--- src/rtl/core/assert_macros.svh ---
// Assertion macros for the top level of the charge converter.
`ifndef ASSERT_MACROS_SVH
`define ASSERT_MACROS_SVH

// Property checked on every clock edge outside reset.
`define CCAH_ASSERT(lbl, prop, msg) \
  lbl: assert property (@(posedge clk) disable iff (!rst_n) (prop)) else $error(msg);

// Implication checked on every clock edge outside reset.
`define CCAH_ASSERT_IMP(lbl, pre, post, msg) \
  lbl: assert property (@(posedge clk) disable iff (!rst_n) (pre) |-> (post)) else $error(msg);

`endif

--- src/rtl/core/ccah_pkg.sv ---
// Package for the charge converter: widths, constants and the charge-per-count table.
package ccah_pkg;

  localparam int COUNT_W  = 16;
  localparam int LSB_W    = 24;
  localparam int CHARGE_W = COUNT_W + LSB_W;
  localparam int SHIFT_W  = 4;
  localparam int SEL_W    = 3;
  localparam int AMPS_W   = 10;
  localparam int NANO_W   = 30;
  localparam int CFG_IDX_W  = 2;
  localparam int CFG_DATA_W = 8;

  // One amp-hour in nA-hr.
  localparam logic [NANO_W-1:0] NANO_PER_AH = NANO_W'(1000000000);

  // Quotient estimate: (charge >> PRE_SHIFT) * RECIP >> RECIP_SHIFT, never above
  // the true quotient and at most one below it.
  localparam int PRE_SHIFT   = 20;
  localparam int TOP_W       = CHARGE_W - PRE_SHIFT;
  localparam int RECIP_W     = 21;
  localparam int RECIP_SHIFT = 30;
  localparam logic [RECIP_W-1:0] RECIP = RECIP_W'(1125899);
  localparam int EST_PROD_W  = TOP_W + RECIP_W;

  typedef enum logic [CFG_IDX_W-1:0] {
    CFG_PRESCALE = 2'd0,
    CFG_PEAK_SEL = 2'd1
  } cfg_idx_t;

  typedef logic [CHARGE_W-1:0] charge_t;

  // Charge per counter step in nA-hr for each peak current setting.
  function automatic logic [LSB_W-1:0] charge_per_count(input logic [SEL_W-1:0] sel);
    logic [LSB_W-1:0] v;
    case (sel)
      3'd0:    v = LSB_W'(745700);
      3'd1:    v = LSB_W'(1491000);
      3'd2:    v = LSB_W'(2237000);
      3'd3:    v = LSB_W'(2983000);
      3'd4:    v = LSB_W'(3728000);
      3'd5:    v = LSB_W'(7457000);
      3'd6:    v = LSB_W'(11180000);
      default: v = LSB_W'(14910000);
    endcase
    return v;
  endfunction

endpackage

--- src/rtl/core/charge_count_to_amp_hours.sv ---
// Top level of the charge counter to amp-hour converter.
//
//  channel  dir  handshake            payload
//  in       in   in_valid/in_ready    in_charge_count[15:0]
//  out      out  out_valid/out_ready  out_whole_amp_hours[9:0], out_fraction_nanoamp_hours[29:0]
//  cfg      in   cfg_valid/cfg_ready  cfg_index[1:0], cfg_data[7:0]
//
// Five register stages: count times table entry, prescale shift, quotient estimate,
// remainder, one-step correction. One beat per cycle while the output is not stalled.
// Ready runs back through the stages, so a stalled output holds every beat in place.
// Reset empties the pipeline and clears both registers; cfg_ready is always high.
module charge_count_to_amp_hours
  import ccah_pkg::*;
(
  input  logic                  clk,
  input  logic                  rst_n,
  input  logic                  in_valid,
  output logic                  in_ready,
  input  logic [COUNT_W-1:0]    in_charge_count,
  output logic                  out_valid,
  input  logic                  out_ready,
  output logic [AMPS_W-1:0]     out_whole_amp_hours,
  output logic [NANO_W-1:0]     out_fraction_nanoamp_hours,
  input  logic                  cfg_valid,
  output logic                  cfg_ready,
  input  logic [CFG_IDX_W-1:0]  cfg_index,
  input  logic [CFG_DATA_W-1:0] cfg_data
);

`include "assert_macros.svh"

  logic [SHIFT_W-1:0] prescale_r;
  logic [SEL_W-1:0]   peak_sel_r;

  logic               p_vld_r;
  charge_t            p_prod_r;
  logic [SHIFT_W-1:0] p_shift_r;
  logic               s_vld_r;
  charge_t            s_charge_r;

  logic               p_rdy, s_rdy, div_ready;
  charge_t            prod;

  assign cfg_ready = 1'b1;

  always_ff @(posedge clk) begin
    if (!rst_n) begin
      prescale_r <= '0;
      peak_sel_r <= '0;
    end else if (cfg_valid) begin
      case (cfg_idx_t'(cfg_index))
        CFG_PRESCALE: prescale_r <= cfg_data[SHIFT_W-1:0];
        CFG_PEAK_SEL: peak_sel_r <= cfg_data[SEL_W-1:0];
        default: ;
      endcase
    end
  end

  assign s_rdy    = !s_vld_r || div_ready;
  assign p_rdy    = !p_vld_r || s_rdy;
  assign in_ready = p_rdy;

  // floor(count * lsb / 2^M) equals the split-and-add-back sum exactly
  assign prod = CHARGE_W'(in_charge_count) * CHARGE_W'(charge_per_count(peak_sel_r));

  always_ff @(posedge clk) begin
    if (!rst_n) begin
      p_vld_r <= 1'b0;
      s_vld_r <= 1'b0;
    end else begin
      if (p_rdy) p_vld_r <= in_valid;
      if (s_rdy) s_vld_r <= p_vld_r;
    end
  end

  always_ff @(posedge clk) begin
    if (p_rdy && in_valid) begin
      p_prod_r  <= prod;
      p_shift_r <= prescale_r;
    end
    if (s_rdy && p_vld_r) begin
      s_charge_r <= p_prod_r >> p_shift_r;
    end
  end

  ccah_divider u_div (
    .clk       (clk),
    .rst_n     (rst_n),
    .in_valid  (s_vld_r),
    .in_ready  (div_ready),
    .in_charge (s_charge_r),
    .out_valid (out_valid),
    .out_ready (out_ready),
    .out_amps  (out_whole_amp_hours),
    .out_nano  (out_fraction_nanoamp_hours)
  );

  `CCAH_ASSERT_IMP(a_frac_range, out_valid, out_fraction_nanoamp_hours < NANO_PER_AH, "fraction not below one amp-hour")
  `CCAH_ASSERT_IMP(a_amps_range, out_valid, out_whole_amp_hours <= AMPS_W'(977), "amp-hours above full-scale charge")
  `CCAH_ASSERT_IMP(a_ready_chain, out_ready, in_ready, "pipeline stalls with output taken")
  `CCAH_ASSERT_IMP(a_beat_flow, in_valid && in_ready && out_ready, ##1 p_vld_r, "accepted beat lost at first stage")

endmodule

--- src/rtl/core/ccah_divider.sv ---
// Three-stage split of a charge in nA-hr into whole amp-hours and the nA-hr fraction.
module ccah_divider
  import ccah_pkg::*;
(
  input  logic              clk,
  input  logic              rst_n,
  input  logic              in_valid,
  output logic              in_ready,
  input  charge_t           in_charge,
  output logic              out_valid,
  input  logic              out_ready,
  output logic [AMPS_W-1:0] out_amps,
  output logic [NANO_W-1:0] out_nano
);

  localparam int REM_W = NANO_W + 1;

  logic                    e_vld_r;
  charge_t                 e_charge_r;
  logic [AMPS_W-1:0]       e_est_r;
  logic                    r_vld_r;
  logic [REM_W-1:0]        r_rem_r;
  logic [AMPS_W-1:0]       r_est_r;
  logic                    o_vld_r;
  logic [AMPS_W-1:0]       o_amps_r;
  logic [NANO_W-1:0]       o_nano_r;

  logic                    e_rdy, r_rdy, o_rdy;
  logic [EST_PROD_W-1:0]   est_prod;
  logic [CHARGE_W-1:0]     est_back;
  logic [CHARGE_W-1:0]     rem_full;

  assign o_rdy    = !o_vld_r || out_ready;
  assign r_rdy    = !r_vld_r || o_rdy;
  assign e_rdy    = !e_vld_r || r_rdy;
  assign in_ready = e_rdy;

  assign est_prod = EST_PROD_W'(in_charge[CHARGE_W-1:PRE_SHIFT]) * EST_PROD_W'(RECIP);
  assign est_back = CHARGE_W'(e_est_r) * CHARGE_W'(NANO_PER_AH);
  assign rem_full = e_charge_r - est_back;

  always_ff @(posedge clk) begin
    if (!rst_n) begin
      e_vld_r <= 1'b0;
      r_vld_r <= 1'b0;
      o_vld_r <= 1'b0;
    end else begin
      if (e_rdy) e_vld_r <= in_valid;
      if (r_rdy) r_vld_r <= e_vld_r;
      if (o_rdy) o_vld_r <= r_vld_r;
    end
  end

  always_ff @(posedge clk) begin
    if (e_rdy && in_valid) begin
      e_charge_r <= in_charge;
      e_est_r    <= est_prod[RECIP_SHIFT +: AMPS_W];
    end
    // remainder stays below two amp-hours
    if (r_rdy && e_vld_r) begin
      r_rem_r <= rem_full[REM_W-1:0];
      r_est_r <= e_est_r;
    end
    if (o_rdy && r_vld_r) begin
      if (r_rem_r >= REM_W'(NANO_PER_AH)) begin
        o_amps_r <= r_est_r + AMPS_W'(1);
        o_nano_r <= NANO_W'(r_rem_r - REM_W'(NANO_PER_AH));
      end else begin
        o_amps_r <= r_est_r;
        o_nano_r <= r_rem_r[NANO_W-1:0];
      end
    end
  end

  assign out_valid = o_vld_r;
  assign out_amps  = o_amps_r;
  assign out_nano  = o_nano_r;

endmodule

--- config.mk ---
export PLATFORM = sky130hd
export DESIGN_NAME = charge_count_to_amp_hours
export DESIGN_NICKNAME = d
export VERILOG_FILES = /design/src/rtl/core/ccah_pkg.sv /design/src/rtl/core/charge_count_to_amp_hours.sv /design/src/rtl/core/ccah_divider.sv
export VERILOG_INCLUDE_DIRS = /design/src /design/src/rtl/core
export SDC_FILE = /design/constraint.sdc
export NUM_CORES = 2
export LEC_CHECK = 0
export BUFFER_PORTS_ARGS = -buffer_cell sky130_fd_sc_hd__buf_2
export CORE_MARGIN = 2
export CORE_UTILIZATION = 35
export DETAILED_ROUTE_END_ITERATION = 10
export PLACE_DENSITY = 0.53
export SLEW_MARGIN = 10
export SYNTH_ARGS = -nofsm -noshare
export SYNTH_HDL_FRONTEND = slang
export SYNTH_SLANG_ARGS = --single-unit
--- constraint.sdc ---
create_clock -name clk -period 10.3 [get_ports clk]
set_input_delay 3.09 -clock clk [delete_from_list [all_inputs] [get_ports clk]]
set_output_delay 3.09 -clock clk [all_outputs]
set_load 0.01 [all_outputs]
Yosys cells after proc, flatten, opt, wreduce, memory -nomap -nowiden
Cells that the tools add are included.

Output and inout bits: 43. Register bits: 218. Bits of input ports: 31. Logic and storage cells: 53.

Multiplexer cells: 3. $add $sub $neg: 3. Shift operators: 1. Reduce and logical (&&, ||, !) cells: 19. Multipliers: 3. $lt $le $gt $ge: 1. Eq/ne operators: 7.

Operators by type and width (count): $pmux W24 S7 (1); $mul A16 B24 Y40 (1); $mul A20 B21 Y40 const B (1); $shr A40 B4 Y40 (1); $ge A31 B30 Y1 const B (1); $sub A31 B31 Y31 (1); $mux W30 (1); $sub A30 B30 Y30 const B (1); $mul A10 B21 Y22 const B (1); $add A10 B1 Y10 const B (1); $mux W10 (1); $eq A3 B3 Y1 const B (3); $eq A3 B2 Y1 const B (2); $logic_and A1 B1 Y1 (5); $logic_not A1 Y1 (5); $logic_or A1 B1 Y1 (5); $reduce_and A2 Y1 (2); $eq A3 B1 Y1 const B (1); $logic_not A3 Y1 (1); $eq A2 B1 Y1 const B (1); $logic_not A2 Y1 (1).

Logic depth before layout (Yosys ltp)
Depth after elaboration: 7. Mapped depth: 27. Gate-level depth less buffers: 25.

Cells and area by module
From an unflattened synthesis, not the netlist that was laid out.

Cell total of the unflattened synthesis: 2998. Area total of the unflattened synthesis: 30461.7 µm².

By module, submodules not included: charge_count_to_amp_hours (seq. area each 2642.5 µm², area an instance 16199.3 µm², cells an instance 1728, times used 1); ccah_divider (seq. area each 3723.6 µm², area an instance 14262.4 µm², cells an instance 1270, times used 1).

Worst setup path after synthesis
OpenSTA, ideal clock, no wires.

Kind: input-to-reg. From: input in_charge_count[2]. To: register p_prod_r[39], data pin. Required time: 10.026 ns. Stages: 24. Setup slack: 1.424 ns. Arrival: 8.603 ns. Path buffers: 3. Cell sequence: buf_1 -> clkbuf_1 -> nand2_1 -> fa_1 -> inv_1 -> fa_1 -> inv_1 -> fa_1 -> inv_1 -> fa_1 -> fa_1 -> inv_1 -> fa_1 -> inv_1 -> ha_1 -> clkbuf_1 -> a211oi_1 -> nand3_1 -> o21ai_0 -> a21oi_1 -> o21ai_1 -> nand3_1 -> a2111oi_0 -> a211oi_1.

Longest elaborated chain between the ends: 1.

RTL lines: start: declaration (RTL line charge_count_to_amp_hours.sv:19) `input logic [COUNT_W-1:0] in_charge_count,`; $mul A16 B24 Y40 (RTL line charge_count_to_amp_hours.sv:64) `assign prod = CHARGE_W'(in_charge_count) * CHARGE_W'(charge_per_count(peak_sel_r));`; via prod[39] (RTL line charge_count_to_amp_hours.sv:42) `charge_t prod;`; end signal: assignment (RTL line charge_count_to_amp_hours.sv:78) `p_prod_r <= prod;`; end: declaration (RTL line charge_count_to_amp_hours.sv:36) `charge_t p_prod_r;`.

The timed path passes the listed nets, and every way through them passes these cells. A chain may end at the register's enable or synchronous reset.

Worst setup path after layout
From: input in_charge_count[7]. To: register p_prod_r[39], data pin.

The elaborated chain is that of the path after synthesis.

==> impl_metrics.csv <==
group,metric,value,unit
status,status,"complete, no violations",
sta,worst_pin_slew,1.11,ns
clocking,clkTransAtPathRegs,0.06,ns
final_layout,drive_above_1_share,0.0663,
logic_synthesis,yosys_warnings,0,
clocking,h-tree-depth,1,
setup_path,cp-startpoint,"in_charge_count[7]",
logic_synthesis,avgSynthCellArea,10.2,sq um
global_routing,overflow,0,
clocking,cts_setup_buffers,0,
clocking,ctsResizeCount,0,
flow_run,drv_cap,0,
logic_synthesis,synthCells,2915,
logic_synthesis,syn_nets,3777,
setup_path,worst-path-buf-inv,4,
setup_path,cp_max_fo,18,
sta,fin_skew,0.0149,ns
logic_synthesis,synth_top_area_frac,0.292,
hold_path,holdPathStages,0,
die,core-area,84900,sq um
sta,hold_viol,0,
sta,setup_viol,0,
setup_path,critPathKind,"primary input to flip-flop",
final_layout,fill_cells,8562,
die,start_util,0.352,
setup_path,slowest_stage,"fa_1",
clocking,clock_path_buffers,3,
global_routing,track_usage,0.167,
setup_path,crit_required,10.57,ns
sta,final_max_slew_viol_count,0,
hold_path,min_to,"u_div.r_rem_r[1]$_DFFE_PP_",
global_routing,met3_usage,0.0151,
logic_synthesis,ys_ff_latch,216,
routing,drt_iter0_drc,873,
global_routing,groute.layer.met2.usage,0.281,
global_routing,grt_busiest_layer,"met2",
final_layout,diodes,0,
placed_design,gp_congestion,0.862,
setup_path,max_stage_delay,0.60,ns
global_routing,use_met1,0.231,
setup_path,reg2reg_from,"peak_sel_r[2]$_SDFFE_PN0P_",
hold_path,hp-class,"flip-flop to flip-flop",
final_layout,final_nets,3817,
die,dieArea,87600,sq um
sta,worst_slack,1.24,ns
logic_synthesis,synth_common_cells,"inv_1 (616), fa_1 (436), ha_1 (395)",
setup_path,worstSetupStartpointType,"primary input",
logic_synthesis,ys_types,73,
setup_path,r2r_end,"p_prod_r[39]$_DFFE_PP_",
global_routing,first_global_vias,20547,
placed_design,dp_slack,0.724,ns
setup_path,arrival,9.33,ns
clocking,cts_num_sinks,216,
logic_synthesis,synth_area,29900,sq um
routing,drt_pass1_iterations,5,
routing,wire_per_inst,17.1,um
routing,postRouteAntennaNets,0,
clocking,cts_tree,"done",
final_layout,area_growth,8.80,%
sta,finalCriticalPeriod,9.06,ns
sta,max_freq,110,MHz
final_layout,post-route-util,0.383,
global_routing,grt_pass1_wl,114000,um
placed_design,dp_hpwl,58000,um
logic_synthesis,ys.flop_type,"edfxtp_1",
setup_path,cp_top_family,"adder cells",
routing,drc,0,
setup_path,crit_path_frequent_cell,"fa_1",
setup_path,reg2reg_slack,2.11,ns
global_routing,grt_max_degree,58,
sta,min_period_over_period,0.880,
logic_synthesis,async_flop_share,0,
setup_path,cp-end-kind,"flip-flop",
routing,vias,19547,
die,rows,107,
logic_synthesis,yosysMostFrequentCell,"inv_1",
clocking,cts_hold_buf,0,
logic_synthesis,synthTopCellsByArea,"fa_1 (29%), edfxtp_1 (21%), ha_1 (17%)",
logic_synthesis,synth_seq_area_share,0.213,
routing,wirelength,70500,um
logic_synthesis,yosysTopAreaCell,"fa_1",
hold_path,hold_path.startpoint,"u_div.e_charge_r[1]$_DFFE_PP_",
clocking,cts_root_buffer,"clkbuf_16",
logic_synthesis,synth_edf_count,204,
clocking,clkLatencyLatePin,0.54,ns
setup_path,worstRegToRegCells,23,
global_routing,grt_antenna_before_repair,0,
die,die_y,296,um
die,fp.dieW,296,um
die,ios,74,
routing,routed_via_density,4.75,
clocking,numCtsBuffers,26,
sta,rsz0062_at_grt,"no",
sta,tns,0,ns
placed_design,port_buffers,68,
sta,slew_headroom,0.259,
setup_path,path_cells,"buf_2 -> nor2b_1 -> nand2_1 -> fa_1 -> inv_1 -> fa_1 -> fa_1 -> fa_1 -> fa_1 -> inv_1 -> fa_1 -> inv_1 -> ha_1 -> a211oi_1 -> nand3_1 -> o21ai_0 -> a21oi_1 -> o21ai_1 -> nand3_1 -> a2111oi_0 -> a211oi_1",
==> cell type report <==
| type | count | area [sq um] | area share |
|---|---|---|---|
| clock buffer | 30 | 687 | 0.0211 |
| inverter | 616 | 2310 | 0.0712 |
| tap | 1144 | 1430 | 0.0441 |
| clock inverter | 16 | 194 | 0.00597 |
| sequential | 216 | 6370 | 0.196 |
| multi-input combinational | 1992 | 20900 | 0.643 |
| timing repair buffer | 103 | 603 | 0.0186 |
==> cells in the final DEF, fill, tap and decap left out, types with 38 or more instances in the layout <==
cell,instances
nand3_1,38
nand2_1,282
and3_1,50
ha_1,395
inv_1,616
mux2i_1,56
nor2_1,100
fa_1,436
and2_1,87
a21oi_1,83
buf_2,68
edfxtp_1,204
o21ai_0,45
xnor2_1,82
==> worst max path at each step <==
stage,slack (ns),depth (start not counted),endpoint
after floorplan,1.42,24,p_prod_r[39]$_DFFE_PP_
after global placement,0.78,21,p_prod_r[39]$_DFFE_PP_
after detailed placement,0.72,21,p_prod_r[39]$_DFFE_PP_
after CTS,1.31,23,p_prod_r[39]$_DFFE_PP_
after global routing,0.83,23,p_prod_r[39]$_DFFE_PP_
final,1.24,21,p_prod_r[39]$_DFFE_PP_
==> state kept, by name, summed over array words and instances, names as in the netlist, 4 cells and up <==
name	flops
s_charge_r	40
p_prod_r	38
u_div.e_charge_r	31
u_div.r_rem_r	31
u_div.out_nano	30
u_div.e_est_r	10
u_div.out_amps	10
u_div.r_est_r	10
p_shift_r	4
prescale_r	4
==> metal layers <==
layer,up-vias,part of all wire
li1,9456,-
met1,9614,0.47
met2,386,0.47
met3,91,0.038
met4,0,0.025
met5,-,0
==> kinds of logic after synthesis <==
family | count (synthesis) | share of synthesized area
adder cells (fa/ha/maj) | 832 | 0.458
buffers and inverters | 707 | 0.0892
AND/OR/NAND/NOR | 693 | 0.112
AO/OA/AOI/OAI | 270 | 0.0595
flip-flops | 216 | 0.213
XOR/XNOR | 116 | 0.0340
multiplexers | 80 | 0.0335
other | 1 | 0.000126
==> worst reg2reg max path, delay by kind of cell, from the launching register on <==
| family | cells | cell delay, ns |
|---|---|---|
| AOI/OAI and AO/OA | 7 | 2.52 |
| adders and majority gates | 7 | 3.39 |
| buffers and inverters | 5 | 0.74 |
| DFF | 1 | 0.77 |
| and+or+nand+nor | 4 | 0.48 |
==> through the flow <==
step | cells | area, sq um | hold WS, ns
floorplan | 2915 | 29900 | 0.400
global placement | 4071 | 31600 | 0.405
detailed placement | 4071 | 31600 | 0.405
CTS | 4117 | 32500 | 0.419
global route | 4117 | 32500 | 0.423
finish | 4117 | 32500 | 0.418
Power is not shown: default switching activity piles up to over one toggle a cycle in this logic, so the estimate is an artifact.
